===== config.mk =====
export PLATFORM = sky130hd
export DESIGN_NAME = control_mapping_mixer_flat
export DESIGN_NICKNAME = d
export VERILOG_FILES = /design/src/hdl/cmm_pkg.sv /design/src/hdl/cmm_in_if.sv /design/src/hdl/cmm_out_if.sv /design/src/hdl/control_mapping_mixer.sv /design/src/hdl/cmm_ctrl.sv /design/src/hdl/cmm_dp.sv /design/src/flat_wrapper.sv
export SDC_FILE = /design/constraint.sdc
export NUM_CORES = 2
export LEC_CHECK = 0
export ABC_AREA = 1
export BUFFER_PORTS_ARGS = -buffer_cell sky130_fd_sc_hd__buf_2
export CORE_UTILIZATION = 35
export DETAILED_ROUTE_END_ITERATION = 10
export HOLD_SLACK_MARGIN = 0.15
export PLACE_DENSITY_LB_ADDON = 0.15
export SKIP_CTS_REPAIR_TIMING = 1
export SLEW_MARGIN = 20
export SYNTH_ARGS = -nofsm -noshare
export SYNTH_HDL_FRONTEND = slang
export SYNTH_SLANG_ARGS = --single-unit

===== constraint.sdc =====
create_clock -name i_clk -period 10.8 [get_ports i_clk]
set_input_delay 0.54 -clock i_clk [delete_from_list [all_inputs] [get_ports i_clk]]
set_output_delay 0.54 -clock i_clk [all_outputs]
set_load 0.01 [all_outputs]

===== src/hdl/cmm_pkg.sv =====
package cmm_pkg;

    // input word kinds
    localparam logic [1:0] KIND_AXIS   = 2'd0;
    localparam logic [1:0] KIND_BUTTON = 2'd1;
    localparam logic [1:0] KIND_APPLY  = 2'd2;
    localparam logic [1:0] KIND_ENTRY  = 2'd3;

    // configuration register indexes
    localparam logic CFG_MAP_EN  = 1'b0;
    localparam logic CFG_ENT_CNT = 1'b1;

    localparam int CFG_W = 5;

    // a pressed button reads as full scale
    localparam logic signed [15:0] FULL_SCALE = 16'sd32767;

    typedef struct packed {
        logic [1:0]          kind;
        logic [3:0]          control_number;
        logic signed [15:0]  control_value;
        logic [3:0]          entry_slot;
        logic                entry_from_button;
        logic [3:0]          entry_source;
        logic [14:0]         entry_threshold;
        logic signed [15:0]  entry_weight;
        logic signed [20:0]  entry_bias;
        logic [3:0]          entry_target;
        logic [15:0]         entry_button_mask;
    } t_in_word;

    typedef struct packed {
        logic [2:0]          virtual_axis;
        logic signed [31:0]  virtual_value;
        logic [15:0]         held_buttons;
        logic [15:0]         pressed_buttons;
        logic [15:0]         released_buttons;
        logic                last_of_run;
    } t_out_word;

    typedef struct packed {
        logic                from_button;
        logic [3:0]          source;
        logic [14:0]         threshold;
        logic signed [15:0]  weight;
        logic signed [20:0]  bias;
        logic [3:0]          target;
        logic [15:0]         mask;
    } t_entry;

    typedef struct packed {
        logic start;    // clear sums and held mask
        logic tbl_rd;   // read table entry at walk index
        logic val;      // dead zone / button value, read target sum
        logic mul;      // weight product
        logic acc;      // round, add bias, saturate, write sum
        logic fin;      // pressed / released masks
        logic emit_rd;  // read sum for output
        logic load;     // load output register
        logic last;     // final word of the run
    } t_cmd;

    typedef struct packed {
        logic out_free;
    } t_sts;

    typedef enum logic [2:0] {
        ST_IDLE,
        ST_RD,
        ST_VAL,
        ST_MUL,
        ST_ACC,
        ST_FIN,
        ST_EMIT_RD,
        ST_EMIT_OUT
    } t_state;

endpackage


===== src/hdl/cmm_in_if.sv =====
interface cmm_in_if;
    logic                valid;
    logic                ready;
    logic [1:0]          kind;
    logic [3:0]          control_number;
    logic signed [15:0]  control_value;
    logic [3:0]          entry_slot;
    logic                entry_from_button;
    logic [3:0]          entry_source;
    logic [14:0]         entry_threshold;
    logic signed [15:0]  entry_weight;
    logic signed [20:0]  entry_bias;
    logic [3:0]          entry_target;
    logic [15:0]         entry_button_mask;

    modport source (
        output valid, kind, control_number, control_value, entry_slot,
               entry_from_button, entry_source, entry_threshold, entry_weight,
               entry_bias, entry_target, entry_button_mask,
        input  ready
    );

    modport sink (
        input  valid, kind, control_number, control_value, entry_slot,
               entry_from_button, entry_source, entry_threshold, entry_weight,
               entry_bias, entry_target, entry_button_mask,
        output ready
    );
endinterface


===== src/hdl/cmm_out_if.sv =====
interface cmm_out_if;
    logic                valid;
    logic                ready;
    logic [2:0]          virtual_axis;
    logic signed [31:0]  virtual_value;
    logic [15:0]         held_buttons;
    logic [15:0]         pressed_buttons;
    logic [15:0]         released_buttons;
    logic                last_of_run;

    modport source (
        output valid, virtual_axis, virtual_value, held_buttons,
               pressed_buttons, released_buttons, last_of_run,
        input  ready
    );

    modport sink (
        input  valid, virtual_axis, virtual_value, held_buttons,
               pressed_buttons, released_buttons, last_of_run,
        output ready
    );
endinterface


===== src/hdl/control_mapping_mixer.sv =====
// Controller mapping mixer. Axis (kind 0) and button (kind 1) words update the
// stored control state and entry words (kind 3) load the mapping table. An apply
// word (kind 2) with mapping enabled walks the first entry_count table entries
// (table read, dead zone, weight multiply, round/bias/saturating accumulate for
// each), builds the button edge masks, then emits one word per virtual axis (sum
// read, output register load for each), last_of_run set on the final one. With
// mapping disabled the walk and edge-mask step are skipped and the stored sums
// are emitted. An output stall holds the emit sequence; no input is taken until
// the last word of an apply sits in the output register.
// Configuration writes take effect at once and belong only to idle periods.
module control_mapping_mixer
    import cmm_pkg::*;
#(
    parameter int AXIS_COUNT    = 8,
    parameter int BUTTON_COUNT  = 16,
    parameter int TABLE_ENTRIES = 16,
    parameter int VIRTUAL_AXES  = 8
) (
    input  logic              i_clk,
    input  logic              i_rst_n,
    cmm_in_if.sink            i_in,
    cmm_out_if.source         o_out,
    input  logic              i_cfg_we,
    input  logic              i_cfg_idx,
    input  logic [CFG_W-1:0]  i_cfg_data
);

    localparam int TW = (TABLE_ENTRIES > 1) ? $clog2(TABLE_ENTRIES) : 1;
    localparam int SW = (VIRTUAL_AXES > 1) ? $clog2(VIRTUAL_AXES) : 1;

    t_cmd          w_cmd;
    t_sts          w_sts;
    logic [TW-1:0] w_idx;
    logic [SW-1:0] w_k;
    logic          w_ready;
    logic          w_take;
    t_in_word      w_in;
    t_out_word     w_out;
    logic          w_ovld;

    assign w_in = '{
        kind:              i_in.kind,
        control_number:    i_in.control_number,
        control_value:     i_in.control_value,
        entry_slot:        i_in.entry_slot,
        entry_from_button: i_in.entry_from_button,
        entry_source:      i_in.entry_source,
        entry_threshold:   i_in.entry_threshold,
        entry_weight:      i_in.entry_weight,
        entry_bias:        i_in.entry_bias,
        entry_target:      i_in.entry_target,
        entry_button_mask: i_in.entry_button_mask
    };

    assign w_take     = i_in.valid && w_ready;
    assign i_in.ready = w_ready;

    cmm_ctrl #(
        .TABLE_ENTRIES (TABLE_ENTRIES),
        .VIRTUAL_AXES  (VIRTUAL_AXES)
    ) u_ctrl (
        .i_clk      (i_clk),
        .i_rst_n    (i_rst_n),
        .i_valid    (i_in.valid),
        .i_kind     (i_in.kind),
        .i_cfg_we   (i_cfg_we),
        .i_cfg_idx  (i_cfg_idx),
        .i_cfg_data (i_cfg_data),
        .i_sts      (w_sts),
        .o_ready    (w_ready),
        .o_cmd      (w_cmd),
        .o_idx      (w_idx),
        .o_k        (w_k)
    );

    cmm_dp #(
        .AXIS_COUNT    (AXIS_COUNT),
        .BUTTON_COUNT  (BUTTON_COUNT),
        .TABLE_ENTRIES (TABLE_ENTRIES),
        .VIRTUAL_AXES  (VIRTUAL_AXES)
    ) u_dp (
        .i_clk   (i_clk),
        .i_rst_n (i_rst_n),
        .i_take  (w_take),
        .i_word  (w_in),
        .i_cmd   (w_cmd),
        .i_idx   (w_idx),
        .i_k     (w_k),
        .i_ready (o_out.ready),
        .o_sts   (w_sts),
        .o_valid (w_ovld),
        .o_word  (w_out)
    );

    assign o_out.valid            = w_ovld;
    assign o_out.virtual_axis     = w_out.virtual_axis;
    assign o_out.virtual_value    = w_out.virtual_value;
    assign o_out.held_buttons     = w_out.held_buttons;
    assign o_out.pressed_buttons  = w_out.pressed_buttons;
    assign o_out.released_buttons = w_out.released_buttons;
    assign o_out.last_of_run      = w_out.last_of_run;

    // no word taken while the walk or emit sequence is running
    a_idle_only: assert property (@(posedge i_clk) disable iff (!i_rst_n)
        w_ready |-> !(w_cmd.tbl_rd || w_cmd.acc || w_cmd.emit_rd || w_cmd.load))
        else $error("input ready while sequencer busy");

    // an accepted apply always makes the block busy
    a_apply_busy: assert property (@(posedge i_clk) disable iff (!i_rst_n)
        (w_take && i_in.kind == KIND_APPLY) |=> !w_ready)
        else $error("apply did not start a run");

    // the final word of a run returns the block to idle
    a_last_idle: assert property (@(posedge i_clk) disable iff (!i_rst_n)
        (w_cmd.load && w_cmd.last) |=> (w_ready && o_out.valid && o_out.last_of_run))
        else $error("run did not end after last word");

endmodule


===== src/hdl/cmm_ctrl.sv =====
module cmm_ctrl
    import cmm_pkg::*;
#(
    parameter int TABLE_ENTRIES = 16,
    parameter int VIRTUAL_AXES  = 8,
    localparam int TW = (TABLE_ENTRIES > 1) ? $clog2(TABLE_ENTRIES) : 1,
    localparam int SW = (VIRTUAL_AXES > 1) ? $clog2(VIRTUAL_AXES) : 1
) (
    input  logic              i_clk,
    input  logic              i_rst_n,
    input  logic              i_valid,
    input  logic [1:0]        i_kind,
    input  logic              i_cfg_we,
    input  logic              i_cfg_idx,
    input  logic [CFG_W-1:0]  i_cfg_data,
    input  t_sts              i_sts,
    output logic              o_ready,
    output t_cmd              o_cmd,
    output logic [TW-1:0]     o_idx,
    output logic [SW-1:0]     o_k
);

    localparam int NW = TW + 1;

    t_state          r_state, n_state;
    logic            r_map_en;
    logic [CFG_W-1:0] r_ent_cnt;
    logic [NW-1:0]   r_idx, n_idx;
    logic [SW-1:0]   r_k, n_k;
    logic [NW-1:0]   w_n;
    logic            w_apply;
    logic            w_k_last;
    logic            w_idx_last;

    always_ff @(posedge i_clk) begin
        if (!i_rst_n) begin
            r_map_en  <= 1'b0;
            r_ent_cnt <= '0;
        end else if (i_cfg_we) begin
            case (i_cfg_idx)
                CFG_MAP_EN:  r_map_en  <= i_cfg_data[0];
                CFG_ENT_CNT: r_ent_cnt <= i_cfg_data;
                default: ;
            endcase
        end
    end

    // entries walked: count clipped to table depth
    assign w_n = (32'(r_ent_cnt) > TABLE_ENTRIES) ? NW'(TABLE_ENTRIES) : NW'(r_ent_cnt);

    assign w_apply    = i_valid && (r_state == ST_IDLE) && (i_kind == KIND_APPLY);
    assign w_k_last   = (32'(r_k) == VIRTUAL_AXES - 1);
    assign w_idx_last = ((r_idx + NW'(1)) == w_n);

    always_comb begin
        n_state = r_state;
        case (r_state)
            ST_IDLE: begin
                if (w_apply) begin
                    if (!r_map_en)          n_state = ST_EMIT_RD;
                    else if (w_n == '0)     n_state = ST_FIN;
                    else                    n_state = ST_RD;
                end
            end
            ST_RD:       n_state = ST_VAL;
            ST_VAL:      n_state = ST_MUL;
            ST_MUL:      n_state = ST_ACC;
            ST_ACC:      n_state = w_idx_last ? ST_FIN : ST_RD;
            ST_FIN:      n_state = ST_EMIT_RD;
            ST_EMIT_RD:  n_state = ST_EMIT_OUT;
            ST_EMIT_OUT: begin
                if (i_sts.out_free) begin
                    n_state = w_k_last ? ST_IDLE : ST_EMIT_RD;
                end
            end
            default:     n_state = ST_IDLE;
        endcase
    end

    always_comb begin
        n_idx = r_idx;
        n_k   = r_k;
        if (w_apply) begin
            n_idx = '0;
            n_k   = '0;
        end
        if (r_state == ST_ACC) n_idx = r_idx + NW'(1);
        if (r_state == ST_EMIT_OUT && i_sts.out_free) n_k = r_k + SW'(1);
    end

    always_comb begin
        o_cmd         = '0;
        o_ready       = 1'b0;
        case (r_state)
            ST_IDLE: begin
                o_ready   = 1'b1;
                o_cmd.start = w_apply && r_map_en;
            end
            ST_RD:       o_cmd.tbl_rd  = 1'b1;
            ST_VAL:      o_cmd.val     = 1'b1;
            ST_MUL:      o_cmd.mul     = 1'b1;
            ST_ACC:      o_cmd.acc     = 1'b1;
            ST_FIN:      o_cmd.fin     = 1'b1;
            ST_EMIT_RD:  o_cmd.emit_rd = 1'b1;
            ST_EMIT_OUT: begin
                o_cmd.load = i_sts.out_free;
                o_cmd.last = i_sts.out_free && w_k_last;
            end
            default: ;
        endcase
    end

    always_ff @(posedge i_clk) begin
        if (!i_rst_n) begin
            r_state <= ST_IDLE;
            r_idx   <= '0;
            r_k     <= '0;
        end else begin
            r_state <= n_state;
            r_idx   <= n_idx;
            r_k     <= n_k;
        end
    end

    assign o_idx = r_idx[TW-1:0];
    assign o_k   = r_k;

endmodule


===== src/hdl/cmm_dp.sv =====
module cmm_dp
    import cmm_pkg::*;
#(
    parameter int AXIS_COUNT    = 8,
    parameter int BUTTON_COUNT  = 16,
    parameter int TABLE_ENTRIES = 16,
    parameter int VIRTUAL_AXES  = 8,
    localparam int TW = (TABLE_ENTRIES > 1) ? $clog2(TABLE_ENTRIES) : 1,
    localparam int SW = (VIRTUAL_AXES > 1) ? $clog2(VIRTUAL_AXES) : 1
) (
    input  logic          i_clk,
    input  logic          i_rst_n,
    input  logic          i_take,
    input  t_in_word      i_word,
    input  t_cmd          i_cmd,
    input  logic [TW-1:0] i_idx,
    input  logic [SW-1:0] i_k,
    input  logic          i_ready,
    output t_sts          o_sts,
    output logic          o_valid,
    output t_out_word     o_word
);

    localparam int AW = (AXIS_COUNT > 1) ? $clog2(AXIS_COUNT) : 1;
    localparam int BW = (BUTTON_COUNT > 1) ? $clog2(BUTTON_COUNT) : 1;

    logic signed [15:0]    r_pos [AXIS_COUNT];
    logic [BUTTON_COUNT-1:0] r_btn;
    t_entry                r_tbl [TABLE_ENTRIES];
    t_entry                r_ent;
    logic signed [31:0]    r_sum [VIRTUAL_AXES];
    logic [VIRTUAL_AXES-1:0] r_sum_vld;
    logic signed [31:0]    r_sum_rd;
    logic                  r_sum_rv;
    logic                  r_tgt_ok;
    logic signed [15:0]    r_v;
    logic signed [31:0]    r_prod;
    logic [15:0]           r_held;
    logic [15:0]           r_old;
    logic [15:0]           r_pressed;
    logic [15:0]           r_released;
    logic                  r_ovld;
    t_out_word             r_oword;

    logic signed [15:0]    w_pos;
    logic                  w_btn;
    logic signed [17:0]    w_p18;
    logic signed [17:0]    w_th18;
    logic signed [15:0]    w_v;
    logic [SW-1:0]         w_sum_addr;
    logic signed [32:0]    w_rnd;
    logic signed [24:0]    w_scl;
    logic signed [25:0]    w_add;
    logic signed [31:0]    w_cur;
    logic signed [32:0]    w_tot;
    logic signed [31:0]    w_sat;

    // physical controls
    always_ff @(posedge i_clk) begin
        if (!i_rst_n) begin
            for (int i = 0; i < AXIS_COUNT; i++) r_pos[i] <= '0;
            r_btn <= '0;
        end else if (i_take) begin
            if (i_word.kind == KIND_AXIS && 32'(i_word.control_number) < AXIS_COUNT) begin
                r_pos[AW'(i_word.control_number)] <= i_word.control_value;
            end
            if (i_word.kind == KIND_BUTTON && 32'(i_word.control_number) < BUTTON_COUNT) begin
                r_btn[BW'(i_word.control_number)] <= (i_word.control_value > 16'sd0);
            end
        end
    end

    // mapping table
    always_ff @(posedge i_clk) begin
        if (i_take && i_word.kind == KIND_ENTRY && 32'(i_word.entry_slot) < TABLE_ENTRIES) begin
            r_tbl[TW'(i_word.entry_slot)] <= '{
                from_button: i_word.entry_from_button,
                source:      i_word.entry_source,
                threshold:   i_word.entry_threshold,
                weight:      i_word.entry_weight,
                bias:        i_word.entry_bias,
                target:      i_word.entry_target,
                mask:        i_word.entry_button_mask
            };
        end
        if (i_cmd.tbl_rd) r_ent <= r_tbl[i_idx];
    end

    // source value with dead zone taken out
    assign w_pos  = (32'(r_ent.source) < AXIS_COUNT) ? r_pos[AW'(r_ent.source)] : 16'sd0;
    assign w_btn  = (32'(r_ent.source) < BUTTON_COUNT) && r_btn[BW'(r_ent.source)];
    assign w_p18  = 18'(w_pos);
    assign w_th18 = signed'({3'b000, r_ent.threshold});

    always_comb begin
        w_v = 16'sd0;
        if (r_ent.from_button) begin
            if (w_btn) w_v = FULL_SCALE;
        end else if (w_p18 > w_th18) begin
            w_v = 16'(w_p18 - w_th18);
        end else if (-w_p18 > w_th18) begin
            w_v = 16'(w_p18 + w_th18);
        end
    end

    assign w_sum_addr = i_cmd.emit_rd ? i_k : SW'(r_ent.target);

    // round half up, floor shift by 8, add bias and current sum, saturate
    assign w_rnd = 33'(r_prod) + 33'sd128;
    assign w_scl = 25'(w_rnd >>> 8);
    assign w_add = 26'(w_scl) + 26'(r_ent.bias);
    assign w_cur = r_sum_rv ? r_sum_rd : 32'sd0;
    assign w_tot = 33'(w_cur) + 33'(w_add);

    always_comb begin
        if (w_tot[32] != w_tot[31]) begin
            w_sat = w_tot[32] ? 32'sh8000_0000 : 32'sh7FFF_FFFF;
        end else begin
            w_sat = w_tot[31:0];
        end
    end

    always_ff @(posedge i_clk) begin
        if (i_cmd.val || i_cmd.emit_rd) r_sum_rd <= r_sum[w_sum_addr];
        if (i_cmd.acc && r_tgt_ok) r_sum[SW'(r_ent.target)] <= w_sat;
    end

    always_ff @(posedge i_clk) begin
        if (i_cmd.val) begin
            r_v      <= w_v;
            r_tgt_ok <= (32'(r_ent.target) < VIRTUAL_AXES);
        end
        if (i_cmd.mul) r_prod <= r_v * r_ent.weight;
    end

    always_ff @(posedge i_clk) begin
        if (!i_rst_n) begin
            r_sum_vld  <= '0;
            r_sum_rv   <= 1'b0;
            r_held     <= '0;
            r_old      <= '0;
            r_pressed  <= '0;
            r_released <= '0;
        end else begin
            if (i_cmd.start) begin
                r_sum_vld <= '0;
                r_old     <= r_held;
                r_held    <= '0;
            end
            if (i_cmd.val || i_cmd.emit_rd) r_sum_rv <= r_sum_vld[w_sum_addr];
            if (i_cmd.val && r_ent.from_button && w_btn) r_held <= r_held | r_ent.mask;
            if (i_cmd.acc && r_tgt_ok) r_sum_vld[SW'(r_ent.target)] <= 1'b1;
            if (i_cmd.fin) begin
                r_pressed  <= r_held & ~r_old;
                r_released <= r_old & ~r_held;
            end
        end
    end

    // output register
    always_ff @(posedge i_clk) begin
        if (!i_rst_n) begin
            r_ovld <= 1'b0;
        end else if (i_cmd.load) begin
            r_ovld <= 1'b1;
        end else if (i_ready) begin
            r_ovld <= 1'b0;
        end
    end

    always_ff @(posedge i_clk) begin
        if (i_cmd.load) begin
            r_oword <= '{
                virtual_axis:     3'(i_k),
                virtual_value:    w_cur,
                held_buttons:     r_held,
                pressed_buttons:  r_pressed,
                released_buttons: r_released,
                last_of_run:      i_cmd.last
            };
        end
    end

    assign o_sts.out_free = !r_ovld || i_ready;
    assign o_valid        = r_ovld;
    assign o_word         = r_oword;

endmodule

===== src/flat_wrapper.sv =====
// flat-port wrapper written by rule: the top's interface ports become plain ports
module control_mapping_mixer_flat import cmm_pkg::*;
#(
    parameter int AXIS_COUNT    = 8,
    parameter int BUTTON_COUNT  = 16,
    parameter int TABLE_ENTRIES = 16,
    parameter int VIRTUAL_AXES  = 8
)
  (i_clk, i_rst_n, i_cfg_we, i_cfg_idx, i_cfg_data, i_in_valid, i_in_kind, i_in_control_number, i_in_control_value, i_in_entry_slot, i_in_entry_from_button, i_in_entry_source, i_in_entry_threshold, i_in_entry_weight, i_in_entry_bias, i_in_entry_target, i_in_entry_button_mask, i_in_ready, o_out_valid, o_out_virtual_axis, o_out_virtual_value, o_out_held_buttons, o_out_pressed_buttons, o_out_released_buttons, o_out_last_of_run, o_out_ready);
  cmm_in_if i_in_i ();
  cmm_out_if o_out_i ();
  input  logic i_clk;
  input  logic i_rst_n;
  input  logic i_cfg_we;
  input  logic i_cfg_idx;
  input  logic [CFG_W-1:0] i_cfg_data;
  input wire logic [$bits(i_in_i.valid)-1:0] i_in_valid;
  input wire logic [$bits(i_in_i.kind)-1:0] i_in_kind;
  input wire logic [$bits(i_in_i.control_number)-1:0] i_in_control_number;
  input wire logic [$bits(i_in_i.control_value)-1:0] i_in_control_value;
  input wire logic [$bits(i_in_i.entry_slot)-1:0] i_in_entry_slot;
  input wire logic [$bits(i_in_i.entry_from_button)-1:0] i_in_entry_from_button;
  input wire logic [$bits(i_in_i.entry_source)-1:0] i_in_entry_source;
  input wire logic [$bits(i_in_i.entry_threshold)-1:0] i_in_entry_threshold;
  input wire logic [$bits(i_in_i.entry_weight)-1:0] i_in_entry_weight;
  input wire logic [$bits(i_in_i.entry_bias)-1:0] i_in_entry_bias;
  input wire logic [$bits(i_in_i.entry_target)-1:0] i_in_entry_target;
  input wire logic [$bits(i_in_i.entry_button_mask)-1:0] i_in_entry_button_mask;
  output wire logic [$bits(i_in_i.ready)-1:0] i_in_ready;
  output wire logic [$bits(o_out_i.valid)-1:0] o_out_valid;
  output wire logic [$bits(o_out_i.virtual_axis)-1:0] o_out_virtual_axis;
  output wire logic [$bits(o_out_i.virtual_value)-1:0] o_out_virtual_value;
  output wire logic [$bits(o_out_i.held_buttons)-1:0] o_out_held_buttons;
  output wire logic [$bits(o_out_i.pressed_buttons)-1:0] o_out_pressed_buttons;
  output wire logic [$bits(o_out_i.released_buttons)-1:0] o_out_released_buttons;
  output wire logic [$bits(o_out_i.last_of_run)-1:0] o_out_last_of_run;
  input wire logic [$bits(o_out_i.ready)-1:0] o_out_ready;
  assign i_in_i.valid = i_in_valid;
  assign i_in_i.kind = i_in_kind;
  assign i_in_i.control_number = i_in_control_number;
  assign i_in_i.control_value = i_in_control_value;
  assign i_in_i.entry_slot = i_in_entry_slot;
  assign i_in_i.entry_from_button = i_in_entry_from_button;
  assign i_in_i.entry_source = i_in_entry_source;
  assign i_in_i.entry_threshold = i_in_entry_threshold;
  assign i_in_i.entry_weight = i_in_entry_weight;
  assign i_in_i.entry_bias = i_in_entry_bias;
  assign i_in_i.entry_target = i_in_entry_target;
  assign i_in_i.entry_button_mask = i_in_entry_button_mask;
  assign i_in_ready = i_in_i.ready;
  assign o_out_valid = o_out_i.valid;
  assign o_out_virtual_axis = o_out_i.virtual_axis;
  assign o_out_virtual_value = o_out_i.virtual_value;
  assign o_out_held_buttons = o_out_i.held_buttons;
  assign o_out_pressed_buttons = o_out_i.pressed_buttons;
  assign o_out_released_buttons = o_out_i.released_buttons;
  assign o_out_last_of_run = o_out_i.last_of_run;
  assign o_out_i.ready = o_out_ready;
  control_mapping_mixer #(.AXIS_COUNT(AXIS_COUNT), .BUTTON_COUNT(BUTTON_COUNT), .TABLE_ENTRIES(TABLE_ENTRIES), .VIRTUAL_AXES(VIRTUAL_AXES)) u_core (.i_clk(i_clk), .i_rst_n(i_rst_n), .i_in(i_in_i), .o_out(o_out_i), .i_cfg_we(i_cfg_we), .i_cfg_idx(i_cfg_idx), .i_cfg_data(i_cfg_data));
endmodule

==> summary by stage <==
Outcome
The run finished with clean final reports.

Timing
The aggregate negative setup slack is 0 ns. The timing-limited maximum frequency is 156 MHz. The worst slew margin relative to its limit is 24.3%. Clock skew on the completed layout was measured at 0.0659 ns. The number of hold-slack violations in the final timing report is 0. The worst-case hold slack is 0.158 ns. Of the available clock period, the critical path in the final layout requires 59.2%. The setup violation total in the final timing report is 0. Setup repair after global routing left no endpoint under its margin. The number of slew-limit violations in the final report was 0.

The transition at the pin with the smallest max-transition slack is between 1 and 1.5 ns. Subtracting the final worst setup slack from the clock period gives between 6 and 7 ns.

Setup path
STA classifies the critical path startpoint as a flop. The delay contributed by the slowest stage of the critical path is 0.91 ns. The number of buffers and inverters on the critical path is 4. Of all nets on the critical path, the largest fanout is 16. STA puts the critical path data arrival time at 6.99 ns. The signal on the critical path passes through nand2_1, inv_1, fa_1, fa_1, fa_1, fa_1, fa_1, inv_1, fa_1, inv_1, ha_1, nand2_1, nor2_1, inv_1, nor3_1, nand4_1, nand2_1, xor2_1. The cell family contributing the most delay on the critical path is adder cells. The required time at the endpoint of the critical path is 11.40 ns.

The slowest stage of the critical path belongs to the cell sky130_fd_sc_hd__fa_1. The class of the most critical setup path is reg -> reg. The endpoint class of the critical path is a flop. The critical path's most frequent cell is sky130_fd_sc_hd__fa_1.

Placed design
In this run the tool buffered the top-level ports with slightly below 200 buffer cells. The cell total after placement is 10,911. The routability congestion estimate from global placement is around 0.89. The HPWL after detailed placement is about 160 mm.

Detailed routing
The mean number of vias per cell is 5.13. The routed design has 266 mm of wire. The vias after detailed routing is 58,479. The final routed DRC violation total is 0. The length of the first detailed-routing pass in iterations is 7. The starting DRC count in detailed routing is between 5,000 and 6,000. In the final routed layout, each cell accounts on average for 23.3 um. The detail route stage leaves a number of antenna-violating nets equal to 0.

Run
The number of max-cap violations is 0.

Finish
In the layout the commonest cells are sky130_fd_sc_hd__edfxtp_1, sky130_fd_sc_hd__nor2_1, sky130_fd_sc_hd__nand2_1. The number of standard cells in the final layout excluding fillers is 11,408. Leaving out fill and tap cells, the most frequent cell in the layout is sky130_fd_sc_hd__edfxtp_1.

The register cell area after layout is between 50,000 and 60,000 um^2. The final layout contains 8,387 nets. From synthesis to final layout, the design area changed by 13.4%.

Cells with a size suffix above 1 make up 8.31% of the layout. Fill cells in the final layout number between 20,000 and 25,000. The multi-input gate area in the final layout is 29,000 um^2.

GRT
The number of antenna violations at the first check in global routing is 46. The pin count of the biggest net entering global routing is 175. The first-pass GRT wire length is between 300 and 400 mm. In the global route stage, overall resource usage came out at 20.0%. For this run the aggregate overflow at the end of global routing stands at 0.

The number of global-route vias before repair is between 50,000 and 60,000.

CTS
The CTS H-tree depth is 4. CTS saw about 2,000 sinks. CTS placed an instance of sky130_fd_sc_hd__clkbuf_16 at the clock tree root. The clock passes through at most 3 buffers. At the later pin of the worst-skew pair, clock insertion delay measures 0.87 ns. The clock transition at the registers of the reported paths is 0.06 ns.

The CTS tree is yes. TritonCTS created 209 clock buffers.

Synth
The share of the synthesized netlist area taken by xor and xnor gates is 1.11%. sky130_fd_sc_hd__edfxtp_1 takes more of the synthesized area than any other cell. The area share of the largest cell type after synthesis is about three fifths.

The synthesized netlist cell count is 7,640. The synthesized netlist devotes between 10% and 20% of its cell area to simple gates. Ranked by total cell area, the synthesized netlist is headed by sky130_fd_sc_hd__edfxtp_1, sky130_fd_sc_hd__fa_1, sky130_fd_sc_hd__nor2_1. Summing the areas of all compound-gate instances in the mapped netlist gives around 9.1% of the synthesized area. Of the post-synthesis cell area, the part taken by muxes is between 2 and 2.5%. For this run, asynchronously set or reset flops after synthesis account for 0%. The synthesized flop and latch total is between 1,500 and 2,000. The number of different library cells used by synthesis comes to 58.

The mean instance size in the synthesized netlist is 11.9 um^2. Summing the sequential cell areas from Yosys gives 63.2% of the chip area. The post-synthesis net count is 8,209. The post-synthesis cell area is 91,300 um^2. The share of synthesized cell area in full adder, half adder and majority cells is 8.67%. In the synthesized netlist the dominant register cell turns out to be sky130_fd_sc_hd__edfxtp_1. The number of warning messages in the yosys log is 0. The number of enable flip-flop cells after synthesis is 1,851. The main combinational cell family by area after synthesis is simple AND/OR/NAND/NOR gates.

Die
From left edge to right edge, the die measures between 500 and 600 um. The core region is 259,000 um^2. The boundary pin count is 200.

The floorplan has between 150 and 200 rows. The die is 513 um tall. The starting density of the core is a little over a third. The die covers 263,000 um^2.

Worst hold path
The class of the most critical hold timing path is in -> reg.
==> layer usage <==
| metal | share of wire, % | up-vias | GRT usage (%) |
|---|---|---|---|
| li1 | - | 27133 | - |
| met1 | 45 | 29486 | 27.5 |
| met2 | 48 | 1493 | 33.0 |
| met3 | 5.0 | 339 | 3.04 |
| met4 | 2.2 | 28 | 5.11 |
| met5 | 0.065 | - | 0 |
==> metrics by stage <==
| stage | instance area (um^2) | worst slack [ns] | utilization (%) |
|---|---|---|---|
| after floorplan | 91300 | 3.60 | - |
| after global placement | 95800 | 4.51 | 36.9 |
| after detailed placement | 95800 | 4.33 | 36.9 |
| after CTS | 103000 | 4.35 | 39.5 |
| after global routing | 104000 | 4.07 | 39.9 |
| final | 104000 | 4.41 | 39.9 |
==> cell usage after synthesis (all sizes together), types with 34 or more instances <==
cell type and number:
buf 94, o21ai 621, o22ai 49, xor2 82, inv 812, edfxtp 1851
o221ai 226, o32ai 69, a31oi 40, nand2 921, a21oi 193, nand3 240
dfxtp 107, ha 159, fa 296, mux2i 224, nor3 59, nor2 1043
o211ai 78, clkbuf 329, xnor2 34
==> logic make-up after synthesis <==
group,Yosys count
simple gates,2313
flops,1958
compound gates,1332
buf+inv,1242
fa+ha+maj,455
mux,224
xor+xnor,116
==> worst reg2reg max path, cell delays in order (launching register included) <==
cell and delay, ns:
sky130_fd_sc_hd__edfxtp_1 0.88, sky130_fd_sc_hd__nand2_1 0.20, sky130_fd_sc_hd__inv_1 0.13, sky130_fd_sc_hd__fa_1 0.57, sky130_fd_sc_hd__fa_1 0.92, sky130_fd_sc_hd__fa_1 0.53
sky130_fd_sc_hd__fa_1 0.51, sky130_fd_sc_hd__fa_1 0.50, sky130_fd_sc_hd__inv_1 0.05, sky130_fd_sc_hd__fa_1 0.47, sky130_fd_sc_hd__inv_1 0.04, sky130_fd_sc_hd__ha_1 0.38
sky130_fd_sc_hd__nand2_1 0.14, sky130_fd_sc_hd__nor2_1 0.17, sky130_fd_sc_hd__inv_1 0.07, sky130_fd_sc_hd__nor3_1 0.25, sky130_fd_sc_hd__nand4_1 0.17, sky130_fd_sc_hd__nand2_1 0.13
sky130_fd_sc_hd__xor2_1 0.07
==> flip-flops by register name, indices dropped and copies added (netlist names), 5 cells and up <==
register                 cells
u_core.u_dp.r_btn           16
u_core.u_dp.r_sum_vld        8
u_core.u_dp.o_word          84
u_core.u_dp.r_ent           77
u_core.u_ctrl.r_ent_cnt      5
u_core.u_dp.r_pos          128
u_core.u_dp.r_tbl         1232
u_core.u_dp.r_old           16
u_core.u_dp.r_held          16
u_core.u_dp.r_sum          256
u_core.u_dp.r_v             16
u_core.u_dp.r_released      16
u_core.u_dp.r_pressed       16
u_core.u_dp.r_sum_rd        32
u_core.u_ctrl.r_idx          5
u_core.u_dp.r_prod          25
==> final timing paths <==
kind                             start                     end  slack [ns]  depth (start not counted)
max              u_core.u_dp.r_ent[43]  u_core.u_dp.r_prod[28]        4.41                         18
min             i_in_control_number[3]    u_core.u_dp.r_btn[2]        0.16                          3
min reg2reg  u_core.u_dp.r_pressed[11]  u_core.u_dp.o_word[28]        0.43                          0
max reg2reg      u_core.u_dp.r_ent[43]  u_core.u_dp.r_prod[28]        4.41                         18
==> area by class of cell <==
type | instances | area share (%)
multi-input combinational | 4440 | 28.0
sequential | 1958 | 55.8
clock buffer | 275 | 5.45
antenna | 14 | 0.0338
inverter | 819 | 2.98
tap | 3402 | 4.11
timing repair buffer | 390 | 2.68
clock inverter | 110 | 1.00
Power is left out: the tool's default activity adds up to more than one toggle a clock period on the data nets, which glitch-free logic cannot reach.
